===== config.mk =====
export PLATFORM = sky130hd
export DESIGN_NAME = token_scanner
export DESIGN_NICKNAME = d
export VERILOG_FILES = /design/src/hw/rtl/tks_pkg.sv /design/src/hw/rtl/token_scanner.sv
export SDC_FILE = /design/constraint.sdc
export NUM_CORES = 1
export LEC_CHECK = 0
export CAP_MARGIN = 5
export CORE_MARGIN = 2
export CORE_UTILIZATION = 64
export DETAILED_ROUTE_END_ITERATION = 8
export DONT_BUFFER_PORTS = 1
export GPL_TIMING_DRIVEN = 0
export PLACE_DENSITY_LB_ADDON = 0.25
export SYNTH_ARGS = -nofsm -noshare
export SYNTH_HDL_FRONTEND = slang
export SYNTH_SLANG_ARGS = --single-unit

===== constraint.sdc =====
create_clock -name clk -period 9.9 [get_ports clk]
set_clock_uncertainty 0.2 [all_clocks]
set_input_delay 1.98 -clock clk [delete_from_list [all_inputs] [get_ports clk]]
set_output_delay 1.98 -clock clk [all_outputs]
set_load 0.05 [all_outputs]

===== src/hw/rtl/tks_pkg.sv =====
// tks_pkg: types, codes and character tables for the token scanner
// no dependencies; used by token_scanner, token_checker and tb_token_scanner
package tks_pkg;

  localparam int unsigned NAME_MAX = 64;

  localparam logic [5:0] KIND_INT    = 6'd0;
  localparam logic [5:0] KIND_FLOAT  = 6'd1;
  localparam logic [5:0] KIND_IDENT  = 6'd2;
  localparam logic [5:0] KIND_STRING = 6'd3;
  localparam logic [5:0] KIND_EOF    = 6'd4;
  localparam logic [5:0] KIND_ERROR  = 6'd5;
  localparam logic [5:0] KIND_PUNCT0 = 6'd6;
  localparam logic [5:0] KIND_OTHER  = 6'd34;

  localparam logic [30:0] INT_TOP  = 31'h7FFF_FFFF;
  localparam logic [23:0] LINE_TOP = 24'hFF_FFFF;
  localparam logic [15:0] COL_TOP  = 16'hFFFF;

  localparam logic [7:0] CH_DOT   = 8'h2E;
  localparam logic [7:0] CH_LO_E  = 8'h65;
  localparam logic [7:0] CH_UP_E  = 8'h45;
  localparam logic [7:0] CH_UNDER = 8'h5F;
  localparam logic [7:0] CH_LF    = 8'h0A;
  localparam logic [7:0] CH_CR    = 8'h0D;
  localparam logic [7:0] CH_TAB   = 8'h09;
  localparam logic [7:0] CH_SPACE = 8'h20;
  localparam logic [7:0] CH_QUOTE = 8'h22;
  localparam logic [7:0] CH_PLUS  = 8'h2B;
  localparam logic [7:0] CH_MINUS = 8'h2D;

  localparam int unsigned NUM_PUNCT = 28;

  // + - * / ( ) [ ] { } < > = ' , . ; : % # ! ~ @ $ & \ ? |
  localparam logic [7:0] PUNCT_CHARS [NUM_PUNCT] = '{
    8'h2B, 8'h2D, 8'h2A, 8'h2F, 8'h28, 8'h29, 8'h5B, 8'h5D, 8'h7B, 8'h7D,
    8'h3C, 8'h3E, 8'h3D, 8'h27, 8'h2C, 8'h2E, 8'h3B, 8'h3A, 8'h25, 8'h23,
    8'h21, 8'h7E, 8'h40, 8'h24, 8'h26, 8'h5C, 8'h3F, 8'h7C
  };

  typedef enum logic [3:0] {
    MODE_IDLE     = 4'd0,
    MODE_COMMENT  = 4'd1,
    MODE_NUM      = 4'd2,
    MODE_EXP_MARK = 4'd3,
    MODE_EXP_SIGN = 4'd4,
    MODE_EXP_DIG  = 4'd5,
    MODE_IDENT    = 4'd6,
    MODE_STRING   = 4'd7
  } mode_t;

  localparam logic [1:0] REG_COMMENTS_ON   = 2'd0;
  localparam logic [1:0] REG_COMMENT_BEGIN = 2'd1;
  localparam logic [1:0] REG_COMMENT_END   = 2'd2;

  typedef struct packed {
    logic [7:0] char_in;
    logic       end_mark;
  } in_item_t;

  typedef struct packed {
    logic        result_type;
    logic [7:0]  text_char;
    logic [5:0]  token_kind;
    logic [6:0]  token_length;
    logic [30:0] integer_value;
    logic [23:0] line_number;
    logic [15:0] column_number;
    logic        last_of_run;
  } out_item_t;

  function automatic logic is_digit(input logic [7:0] c);
    return (c >= 8'h30) && (c <= 8'h39);
  endfunction

  function automatic logic is_alpha(input logic [7:0] c);
    return ((c >= 8'h61) && (c <= 8'h7A)) || ((c >= 8'h41) && (c <= 8'h5A));
  endfunction

  function automatic logic [5:0] single_kind(input logic [7:0] c);
    logic [5:0] k;
    k = KIND_OTHER;
    for (int i = 0; i < NUM_PUNCT; i++) begin
      if (c == PUNCT_CHARS[i]) k = KIND_PUNCT0 + 6'(i);
    end
    return k;
  endfunction

endpackage


===== src/hw/rtl/token_scanner.sv =====
// token_scanner: streaming lexical scanner, one character item per cycle while the result queue has room
// depends on tks_pkg for item types, token kinds and character tables

// Takes one character (or an end-of-input mark) per cycle and produces zero, one
// or two result items for it: echoed text characters and completed tokens with
// kind, length, integer value and line/column. Each accepted item is scanned in
// the cycle it is accepted and its results go into a four-entry result queue,
// readable from the next cycle, so in_ready stays high as long as the queue has
// room for two results. With out_ready held high the block takes one input item
// per clock while the results keep pace with the single output: the queue absorbs
// one two-result item, and each further two-result item that arrives before the
// queue has drained stalls the input until the output has taken a result, so a run
// of them goes no faster than the output drains. Configuration writes are taken at
// any time and should only be made while the block is idle.
module token_scanner (
  input  logic               clk,
  input  logic               rst,
  input  logic               in_valid,
  output logic               in_ready,
  input  tks_pkg::in_item_t  in_data,
  output logic               out_valid,
  input  logic               out_ready,
  output tks_pkg::out_item_t out_data,
  input  logic               cfg_wen,
  input  logic [1:0]         cfg_index,
  input  logic [7:0]         cfg_data
);

  // configuration
  logic       comments_on;
  logic [7:0] comment_begin;
  logic [7:0] comment_end;

  // scanner state
  tks_pkg::mode_t mode, mode_next;
  logic [6:0]  text_count, text_count_next;
  logic [30:0] int_accum, int_accum_next;
  logic [23:0] line_count, line_count_next;
  logic [15:0] col_count, col_count_next;
  logic        seen_fraction, seen_fraction_next;
  logic        finished, finished_next;

  // result queue
  tks_pkg::out_item_t fifo [4];
  logic [1:0] wr_ptr;
  logic [1:0] rd_ptr;
  logic [2:0] fill;

  logic       accept;
  logic       pop;
  logic [7:0] c;
  logic       eof;

  assign accept = in_valid && in_ready;
  assign pop    = out_valid && out_ready;
  assign c      = in_data.char_in;
  assign eof    = in_data.end_mark;

  // idle scan of the current character
  tks_pkg::mode_t idle_mode;
  logic       idle_text;
  logic       idle_tok;
  logic [5:0] idle_kind;
  logic       idle_start;
  logic       idle_num;
  logic       idle_str;
  logic       idle_fin;

  always_comb begin
    idle_mode  = tks_pkg::MODE_IDLE;
    idle_text  = 1'b0;
    idle_tok   = 1'b0;
    idle_kind  = tks_pkg::KIND_EOF;
    idle_start = 1'b0;
    idle_num   = 1'b0;
    idle_str   = 1'b0;
    idle_fin   = 1'b0;
    priority if (eof) begin
      idle_tok = 1'b1;
      idle_fin = 1'b1;
    end else if (comments_on && (c == comment_begin)) begin
      idle_mode = tks_pkg::MODE_COMMENT;
    end else if (tks_pkg::is_digit(c)) begin
      idle_mode  = tks_pkg::MODE_NUM;
      idle_text  = 1'b1;
      idle_start = 1'b1;
      idle_num   = 1'b1;
    end else if (tks_pkg::is_alpha(c)) begin
      idle_mode  = tks_pkg::MODE_IDENT;
      idle_text  = 1'b1;
      idle_start = 1'b1;
    end else if ((c == tks_pkg::CH_SPACE) || (c == tks_pkg::CH_LF) ||
                 (c == tks_pkg::CH_CR) || (c == tks_pkg::CH_TAB)) begin
      idle_mode = tks_pkg::MODE_IDLE;
    end else if (c == tks_pkg::CH_QUOTE) begin
      idle_mode = tks_pkg::MODE_STRING;
      idle_str  = 1'b1;
    end else begin
      idle_tok  = 1'b1;
      idle_kind = tks_pkg::single_kind(c);
    end
  end

  // saturating decimal accumulate
  logic [34:0] accum_prod;
  logic [30:0] accum_sat;

  always_comb begin
    accum_prod = ({4'd0, int_accum} << 3) + ({4'd0, int_accum} << 1) + 35'(c[3:0]);
    accum_sat  = (accum_prod > 35'(tks_pkg::INT_TOP)) ? tks_pkg::INT_TOP
                                                       : accum_prod[30:0];
  end

  logic dig;
  logic can_add;
  assign dig     = !eof && tks_pkg::is_digit(c);
  assign can_add = text_count < 7'(tks_pkg::NAME_MAX);

  logic           take;
  tks_pkg::mode_t take_mode;
  logic           take_digit;
  logic           take_dot;
  logic           fail;
  logic           emit;
  logic [5:0]     emit_kind;
  logic [6:0]     emit_len;
  logic [30:0]    emit_val;
  logic           go_idle;
  logic           b_valid;
  tks_pkg::out_item_t tok_a, res_b, r0, r1;
  logic [1:0]     n_res;

  always_comb begin
    mode_next          = mode;
    text_count_next    = text_count;
    int_accum_next     = int_accum;
    seen_fraction_next = seen_fraction;
    finished_next      = finished;
    line_count_next    = line_count;
    col_count_next     = col_count;
    take       = 1'b0;
    take_mode  = mode;
    take_digit = 1'b0;
    take_dot   = 1'b0;
    fail       = 1'b0;
    emit       = 1'b0;
    emit_kind  = tks_pkg::KIND_EOF;
    emit_len   = 7'd0;
    emit_val   = 31'd0;
    go_idle    = 1'b0;
    b_valid    = 1'b0;
    res_b      = '0;
    tok_a      = '0;
    r0         = '0;
    r1         = '0;
    n_res      = 2'd0;

    if (!finished && !eof) begin
      if (c == tks_pkg::CH_LF) begin
        if (line_count < tks_pkg::LINE_TOP) line_count_next = line_count + 24'd1;
        col_count_next = 16'd0;
      end else if (col_count < tks_pkg::COL_TOP) begin
        col_count_next = col_count + 16'd1;
      end
    end

    if (!finished) begin
      unique case (mode)
        tks_pkg::MODE_COMMENT: begin
          if (eof) fail = 1'b1;
          else if (c == comment_end) mode_next = tks_pkg::MODE_IDLE;
        end
        tks_pkg::MODE_NUM: begin
          priority if (dig) begin
            take       = 1'b1;
            take_digit = !seen_fraction;
          end else if (!eof && (c == tks_pkg::CH_DOT) && !seen_fraction) begin
            take     = 1'b1;
            take_dot = 1'b1;
          end else if (!eof && ((c == tks_pkg::CH_LO_E) || (c == tks_pkg::CH_UP_E))) begin
            take      = 1'b1;
            take_mode = tks_pkg::MODE_EXP_MARK;
          end else begin
            emit      = 1'b1;
            emit_kind = seen_fraction ? tks_pkg::KIND_FLOAT : tks_pkg::KIND_INT;
            emit_len  = text_count;
            emit_val  = seen_fraction ? 31'd0 : int_accum;
            go_idle   = 1'b1;
          end
        end
        tks_pkg::MODE_EXP_MARK: begin
          priority if (!eof && ((c == tks_pkg::CH_PLUS) || (c == tks_pkg::CH_MINUS))) begin
            take      = 1'b1;
            take_mode = tks_pkg::MODE_EXP_SIGN;
          end else if (dig) begin
            take      = 1'b1;
            take_mode = tks_pkg::MODE_EXP_DIG;
          end else begin
            fail = 1'b1;
          end
        end
        tks_pkg::MODE_EXP_SIGN: begin
          if (dig) begin
            take      = 1'b1;
            take_mode = tks_pkg::MODE_EXP_DIG;
          end else begin
            fail = 1'b1;
          end
        end
        tks_pkg::MODE_EXP_DIG: begin
          if (dig) begin
            take = 1'b1;
          end else begin
            emit      = 1'b1;
            emit_kind = tks_pkg::KIND_FLOAT;
            emit_len  = text_count;
            go_idle   = 1'b1;
          end
        end
        tks_pkg::MODE_IDENT: begin
          if (!eof && (tks_pkg::is_alpha(c) || tks_pkg::is_digit(c) ||
                       (c == tks_pkg::CH_UNDER))) begin
            take = 1'b1;
          end else begin
            emit      = 1'b1;
            emit_kind = tks_pkg::KIND_IDENT;
            emit_len  = text_count;
            go_idle   = 1'b1;
          end
        end
        tks_pkg::MODE_STRING: begin
          priority if (eof) begin
            fail = 1'b1;
          end else if (c == tks_pkg::CH_QUOTE) begin
            emit      = 1'b1;
            emit_kind = tks_pkg::KIND_STRING;
            emit_len  = text_count;
            mode_next = tks_pkg::MODE_IDLE;
          end else begin
            take = 1'b1;
          end
        end
        default: go_idle = 1'b1;
      endcase

      // text full: error, then rescan from idle
      if (take) begin
        if (can_add) begin
          b_valid           = 1'b1;
          res_b.result_type = 1'b0;
          res_b.text_char   = c;
          text_count_next   = text_count + 7'd1;
          mode_next         = take_mode;
          if (take_digit) int_accum_next = accum_sat;
          if (take_dot) seen_fraction_next = 1'b1;
        end else begin
          fail = 1'b1;
        end
      end

      if (fail) begin
        emit      = 1'b1;
        emit_kind = tks_pkg::KIND_ERROR;
        emit_len  = 7'd0;
        emit_val  = 31'd0;
        go_idle   = 1'b1;
      end

      if (go_idle) begin
        mode_next = idle_mode;
        if (idle_start) text_count_next = 7'd1;
        if (idle_str) text_count_next = 7'd0;
        if (idle_num) begin
          seen_fraction_next = 1'b0;
          int_accum_next     = 31'(c[3:0]);
        end
        if (idle_fin) finished_next = 1'b1;
        if (idle_text) begin
          b_valid           = 1'b1;
          res_b.result_type = 1'b0;
          res_b.text_char   = c;
        end else if (idle_tok) begin
          b_valid           = 1'b1;
          res_b.result_type = 1'b1;
          res_b.token_kind  = idle_kind;
        end
      end

      tok_a.result_type   = 1'b1;
      tok_a.token_kind    = emit_kind;
      tok_a.token_length  = emit_len;
      tok_a.integer_value = emit_val;

      if (emit) begin
        r0    = tok_a;
        r1    = res_b;
        n_res = b_valid ? 2'd2 : 2'd1;
      end else begin
        r0    = res_b;
        n_res = b_valid ? 2'd1 : 2'd0;
      end
    end else begin
      // after end of input every item gives one eof token
      r0.result_type = 1'b1;
      r0.token_kind  = tks_pkg::KIND_EOF;
      n_res          = 2'd1;
    end

    r0.line_number   = line_count_next;
    r0.column_number = col_count_next;
    r1.line_number   = line_count_next;
    r1.column_number = col_count_next;
    r0.last_of_run   = (n_res == 2'd1);
    r1.last_of_run   = 1'b1;
  end

  always_ff @(posedge clk) begin
    if (rst) begin
      comments_on   <= 1'b0;
      comment_begin <= 8'd123;
      comment_end   <= 8'd125;
    end else if (cfg_wen) begin
      unique case (cfg_index)
        tks_pkg::REG_COMMENTS_ON:   comments_on   <= cfg_data[0];
        tks_pkg::REG_COMMENT_BEGIN: comment_begin <= cfg_data;
        tks_pkg::REG_COMMENT_END:   comment_end   <= cfg_data;
        default: ;
      endcase
    end
  end

  always_ff @(posedge clk) begin
    if (rst) begin
      mode          <= tks_pkg::MODE_IDLE;
      text_count    <= 7'd0;
      int_accum     <= 31'd0;
      line_count    <= 24'd0;
      col_count     <= 16'd0;
      seen_fraction <= 1'b0;
      finished      <= 1'b0;
    end else if (accept) begin
      mode          <= mode_next;
      text_count    <= text_count_next;
      int_accum     <= int_accum_next;
      line_count    <= line_count_next;
      col_count     <= col_count_next;
      seen_fraction <= seen_fraction_next;
      finished      <= finished_next;
    end
  end

  logic [2:0] push_cnt;
  assign push_cnt = accept ? {1'b0, n_res} : 3'd0;

  always_ff @(posedge clk) begin
    if (accept && (n_res != 2'd0)) fifo[wr_ptr] <= r0;
    if (accept && (n_res == 2'd2)) fifo[wr_ptr + 2'd1] <= r1;
  end

  always_ff @(posedge clk) begin
    if (rst) begin
      wr_ptr <= 2'd0;
      rd_ptr <= 2'd0;
      fill   <= 3'd0;
    end else begin
      wr_ptr <= wr_ptr + push_cnt[1:0];
      if (pop) rd_ptr <= rd_ptr + 2'd1;
      fill <= fill + push_cnt - {2'd0, pop};
    end
  end

  assign in_ready  = fill <= 3'd2;
  assign out_valid = fill != 3'd0;
  assign out_data  = fifo[rd_ptr];

  a_fill_bound: assert property (@(posedge clk) disable iff (rst) fill <= 3'd4)
    else $error("result queue overfilled");

  a_finished_sticks: assert property (@(posedge clk) disable iff (rst)
    finished |=> finished)
    else $error("end of input state lost");

  a_text_bound: assert property (@(posedge clk) disable iff (rst)
    text_count <= 7'(tks_pkg::NAME_MAX))
    else $error("token text longer than limit");

endmodule


==> impl_results.md, run 1 <==
- Worst Path Max Fanout: 56
- Area after DPL: 0.0244 mm²
- Uppermost layer routed: met4
- RePlAce Congestion: 0.967
- Vias per cell: 6.79
- Iter 0 DRT Violations: 1916
- Reg power frac: 40.5%
- Met2 wire length: 31.0 mm
- Top-count cell post-synth: nor2_1
- Initial antenna violation count: 1
- Setup violators final: 0
- Crit path DAT: 9.29 ns
- H-tree depth: 2
- Synth warnings: 0
- CP max stage cell: nor2_1
- Crit path cell chain: buf_2, or4b_1, or4_1, clkbuf_1, nand4_1, a41o_1, nand3_4, o211ai_1, o21a_1, nand2_1, ha_1, clkbuf_1, o21ai_0, inv_1, a21oi_1, nor2_1, nor2_1, clkbuf_1, inv_4
- Tightest Pin Transition: 1.36 ns
- Clk root buf: clkbuf_16
- Crit path top cell by count: clkbuf_1
- Number of CTS-inserted buffers: 48
- Crit path required time: 9.88 ns
- Clk pin slew, worst setup/hold paths: 0.06 ns
- Clock power frac: 33.3%
- Hold Fails Final Rpt: 0
- TritonCTS clock tree: built
- Grt ovf: 0
- Peak VDD IR: 0.000129 V
- Fmax: 107 MHz
- Crit Path Class: primary input to register
- Cells after Synth: 2132
- Starting Density: 64.9%
- Register area share after synthesis: 50.3%
- Buf/Inv on CP: 6
- Post-synth top area share: 27.9%
- Hold Path Class: register to register
- Pleak: 9.19 nW
- Vias in the first global route: 18000
- Post-synth top area cell: edfxtp_1
- CP delay by family, top: simple AND/OR/NAND/NOR gates
- Largest net degree at the start of global routing: 57
- Metal3 WL: 5.48 mm
- Fill count: 2556
- Nets@finish: 2283
- Total GRT Usage: 33.0%
- Post-DRT Antenna Nets: 0
- First-pass GRT wire length: 98.8 mm
- Worst hold margin: 0.260 ns
- Post-synth EDFFs: 220
- Die footprint: 0.0386 mm²
- Post-cts hold buffer count: 0
- Min cycle time layout: 9.31 ns
- Post-CTS setup buffer count: 0
- Final Max Slew Viols: 0
- Crit path capture type: register
- Post-Route WL: 63.7 mm
- Largest stage delay, worst path: 1.07 ns
- Drt pass-1 iters: 8
- Sw Ratio: 34.7%
- FP Rows: 70
- Ports: 120
- Core area: 0.0365 mm²
- PortBufs: 0
- Startpoint Class: primary input
- Logic pwr share: 26.2%
- Top cells by instance count after synthesis: nor2_1 (306), dfxtp_1 (266), edfxtp_1 (220)
- Design area: 0.0260 mm²
- Share of layout cells above drive strength 1: 10.9%
- Unrepaired setup endpoints after global routing: no
- Status: complete, no violations
- Max_cap viols: 0
- Mean routed wirelength per cell: 23.6 µm
- Final period util: 94.1%
- Pwr Density: 218 mW/mm²
- Internal power: 3.69 mW
- Mapped cell area: 0.0237 mm²
- Clk_lat worst skew: 0.60 ns
- Top FF cell, synth: dfxtp_1
- Synth unique cells: 84
- WL met1: 24.8 mm
- DRC viols: 0
- Slew headroom: 8.73%
- Via Count: 18300
- Net load switching power: 1.96 mW
- Num Clock Sinks: 486
- Async SR Flop Fraction: 0%
- Die Wd: 197 µm
- Synthesized flop and latch total: 486
- Post-Synthesis Net Count: 2228
- Area grow syn2layout: 9.69%
- HPWL Detailed: 43.8 mm
- Largest cells by area after synthesis: edfxtp_1 (28%), dfxtp_1 (22%), mux4_2 (8.9%)
- CTS resizes: 0
- Synth Area per Inst: 11.1 µm²
- Die height: 197 µm
- Clk buf depth: 3
final timing paths:
check,cells past startpoint,from,to,slack (ns)
worst max-delay path,19,in_data[6],fifo[3][9]$_DFFE_PP_,0.59
worst min-delay path,1,fifo[1][50]$_SDFFE_PP0P_,fifo[1][50]$_SDFFE_PP0P_,0.26
worst max register to register,18,mode[2]$_SDFFE_PP0P_,fifo[3][9]$_DFFE_PP_,2.25
worst min register to register,1,fifo[1][50]$_SDFFE_PP0P_,fifo[1][50]$_SDFFE_PP0P_,0.26
through the flow:
stage	TNS, ns	setup WS (ns)	utilization (%)	instances	total power [mW]
after floorplan	0	2.17	-	2132	3.45
after global placement	-173.15	-1.15	66.5	2600	3.78
after detailed placement	0	0.143	66.7	2603	3.81
after CTS	0	0.679	71.2	2693	5.66
after global routing	0	0.322	71.2	2696	5.82
final	0	0.588	71.2	2696	5.66
power by group through the flow:
stage	clock network [mW]	logic (mW)	registers, mW
2_1_floorplan	0	1.12	2.33
3_3_place_gp	0	1.44	2.34
3_5_place_dp	0	1.47	2.33
4_1_cts	1.89	1.47	2.29
5_1_grt	1.97	1.55	2.30
6_report	1.88	1.49	2.29
cell type report:
cell class | count | area [µm²] | area share, %
multi-input combinational | 1455 | 11000 | 42.4
antenna | 1 | 2.50 | 0.00962
sequential | 486 | 11900 | 45.9
clock buffer | 65 | 1350 | 5.18
tap | 468 | 586 | 2.25
inverter | 34 | 133 | 0.510
clock inverter | 25 | 280 | 1.08
buffer | 157 | 644 | 2.48
timing repair buffer | 5 | 65.1 | 0.250
cell families (layout without fill, tap and decap cells):
group	Yosys count	count (layout)	synth area share [%]
compound gates	491	491	15.5
flops	486	486	50.3
xor+xnor	101	101	3.73
buf+inv	191	286	3.25
other cells	0	1	0
simple gates	691	691	14.1
mux	100	100	9.19
fa+ha+maj	72	72	3.89
routing by layer:
layer	GRT usage [%]	up-vias
li1	-	8229
met1	42.1	8993
met2	55.4	920
met3	6.01	164
met4	14.4	0
met5	0	-
cell usage in the layout, fill, tap and decap left out, drive strengths merged, types with 6 or more instances in the layout:
| cell | n |
|---|---|
| buf | 43 |
| o31ai | 6 |
| xor2 | 46 |
| clkinv | 18 |
| a32o | 155 |
| a22oi | 8 |
| or3 | 17 |
| mux4 | 94 |
| a21oi | 102 |
| a31oi | 11 |
| nand3 | 49 |
| nor3 | 36 |
| or2 | 21 |
| nand4 | 16 |
| nor4 | 15 |
| xnor2 | 55 |
| and3 | 21 |
| nand3b | 7 |
| dfxtp | 266 |
| o22ai | 28 |
| a211oi | 17 |
| a21o | 19 |
| nor2 | 306 |
| ha | 69 |
| inv | 33 |
| o21a | 8 |
| a22o | 9 |
| nor2b | 8 |
| o211ai | 16 |
| and2 | 41 |
| o21ai | 70 |
| nand2 | 111 |
| nand2b | 17 |
| edfxtp | 220 |
| clkbuf | 184 |
registers in the layout, summed over array words and instances (netlist names), named ones only:
name and flops:
col_count 16, comment_begin 8, comment_end 8, comments_on 1, fifo 376, fill 3
finished 1, int_accum 31, line_count 24, mode 4, rd_ptr 2, seen_fraction 1
text_count 7, wr_ptr 2
No activity file was read; power rests on OpenSTA's default activity.
==> inputs of run 2 (changes only) <==
Settings changed: CORE_UTILIZATION 64 to 69.
Clock period 9.9 ns to 11 ns, I/O delays scaled along.
==> impl_results.md, run 2 (synthesis results as in run 1) <==
- RePlAce Congestion: 0.977 (+1.0%)
- Crit path capture type: register
- Top Registers: fifo (376), int_accum (31), line_count (24)
- Worst hold margin: 0.264 ns (+0.00425 ns)
- Min cycle time layout: 9.25 ns
- Crit path DAT: 9.37 ns (+0.08 ns)
- Mean routed wirelength per cell: 26.0 µm (+9.8%)
- Grt ovf: 0 (unchanged)
- Largest register by flop count: fifo
- Clk root buf: clkbuf_16
- Largest stage delay, worst path: 1.07 ns (about the same)
- Vias in the first global route: 19300 (+7.3%)
- Final Max Slew Viols: 0 (unchanged)
- Crit Path Class: primary input to register
- Fill count: 2114 (-17%)
- Iter 0 DRT Violations: 2577 (+34%)
- HPWL Detailed: 46.4 mm (+6.0%)
- Setup WS post-layout: 1.75 ns (+1.16 ns)
- CTS resizes: 0 (unchanged)
- Total GRT Usage: 38.6% (+5.6 points)
- Share of layout cells above drive strength 1: 10.7% (-0.21 points)
- Crit path top cell by count: clkbuf_1
- Number of CTS-inserted buffers: 47 (-2.1%)
- Drt pass-1 iters: 5 (-3)
- Num Clock Sinks: 486 (unchanged)
- Post-DRT Antenna Nets: 0 (unchanged)
- Tightest Pin Transition: 1.39 ns (+0.0213 ns)
- Ports: 120 (unchanged)
- DRC viols: 0 (unchanged)
- Hold Fails Final Rpt: 0 (unchanged)
- Clk_lat worst skew: 0.58 ns (-0.02 ns)
- Hold Path Class: register to register
- Dpl cells: 2585 (-0.69%)
- Pleak: 9.17 nW (-0.25%)
- Max FFs per register: 376 (unchanged)
- PortBufs: 0 (unchanged)
- H-tree depth: 2 (unchanged)
- Unrepaired setup endpoints after global routing: no
- Post-cts hold buffer count: 0 (unchanged)
- Clk buf depth: 3 (unchanged)
- Starting Density: 70.4% (+5.4 points)
- Slew headroom: 7.65% (-1.1 points)
- Antenna diodes: 0 (-1)
- First-pass GRT wire length: 107 mm (+8.6%)
- Die footprint: 0.0359 mm² (-7.1%)
- CP max stage cell: nor2_1
- Pre-CTS setup slack: 1.48 ns (+1.34 ns)
- Pwr Density: 195 mW/mm² (-10%)
- Nets@finish: 2282 (-0.044%)
- Most common cell after layout, fill and taps aside: nor2_1
- Register area: 0.0119 mm² (unchanged)
- Area after DPL: 0.0244 mm² (+0.14%)
- Post-CTS setup buffer count: 0 (unchanged)
- Core area: 0.0337 mm² (-7.7%)
- Clk pin slew, worst setup/hold paths: 0.06 ns (about the same)
- Vias per cell: 7.12 (+4.9%)
- Max_cap viols: 0 (unchanged)
- Die Wd: 189 µm (-3.6%)
- Multi-input gate area in the final layout: 0.0110 mm² (unchanged)
- Crit path cell chain: buf_2, or4b_1, or4_1, clkbuf_1, nand4_1, a41o_1, nand3_4, o211ai_1, o21a_1, nand2_1, ha_1, clkbuf_1, o21ai_0, inv_1, a21oi_1, nor2_1, nor2_1, clkbuf_1, inv_2, buf_12, buf_16
- Crit path required time: 11.12 ns (+1.24 ns)
- Peak VDD IR: 0.000162 V (+26%)
- Die height: 189 µm (-3.6%)
- FP Rows: 67 (-4.3%)
- Initial antenna violation count: 0 (-1)
- Setup violators final: 0 (unchanged)
- Final period util: 84.1%
- Fmax: 108 MHz
- Startpoint Class: primary input
- Commonest cells after routing, fill and taps aside: nor2_1 (306), dfxtp_1 (266), edfxtp_1 (220), a32o_1 (155), clkbuf_1 (129)
- Via Count: 19000 (+4.0%)
- Worst Path Max Fanout: 21 (-63%)
- TritonCTS clock tree: built
- Design area: 0.0259 mm² (-0.37%)
- Post-Route WL: 69.4 mm (+8.9%)
- Status: complete, no violations
- Largest net degree at the start of global routing: 57 (unchanged)
- Non-Filler Instances: 2672 (-0.89%)
- Area grow syn2layout: 9.28%
==> run 2: path summary, 6_finish.rpt <==
| kind | startpoint | to | slack [ns] | cells after the start |
|---|---|---|---|---|
| max | in_data[6] | fifo[2][9]$_DFFE_PP_ | 1.75 | 21 |
| min | fifo[1][67]$_SDFFE_PP0P_ | fifo[1][67]$_SDFFE_PP0P_ | 0.26 | 1 |
| max reg2reg | mode[2]$_SDFFE_PP0P_ | fifo[2][9]$_DFFE_PP_ | 3.66 | 20 |
| min reg2reg | fifo[1][67]$_SDFFE_PP0P_ | fifo[1][67]$_SDFFE_PP0P_ | 0.26 | 1 |
==> run 2: metal layers <==
layer	vias up	share of wire [%]	GRT usage (%)	wire (µm)
met4	0	5.5	19.7	3820
li1	8226	-	-	-
met5	-	0	0	0
met2	1245	48	63.9	33200
met3	288	11	8.49	7340
met1	9273	36	48.1	25000
==> run 2: worst max-delay path: cells and delay by family <==
kind | cells | cell delay [ns]
buf+inv | 8 | 2.07
fa+ha+maj | 1 | 0.32
compound gates | 5 | 1.89
simple gates | 7 | 2.87
==> run 2: through the flow <==
stage          power, mW  TNS (ns)  util (%)
2_1_floorplan       3.11         0         -
3_3_place_gp        3.39    -12.90      72.0
3_5_place_dp        3.45         0      72.4
4_1_cts             5.03         0      76.9
5_1_grt             5.17         0      76.9
6_report            5.06         0      76.9
==> run 2: layout make-up <==
type	count	area share, %
tap	448	2.16
inverter	34	0.512
timing repair buffer	5	0.439
clock buffer	68	5.13
buffer	157	2.49
clock inverter	19	0.700
sequential	486	46.0
multi-input combinational	1455	42.5
==> run 2: power by group <==
group          total (mW)  switching, mW  internal [mW]
logic                1.37           1.04          0.331
clock network        1.61          0.697          0.913
registers            2.08         0.0506           2.03
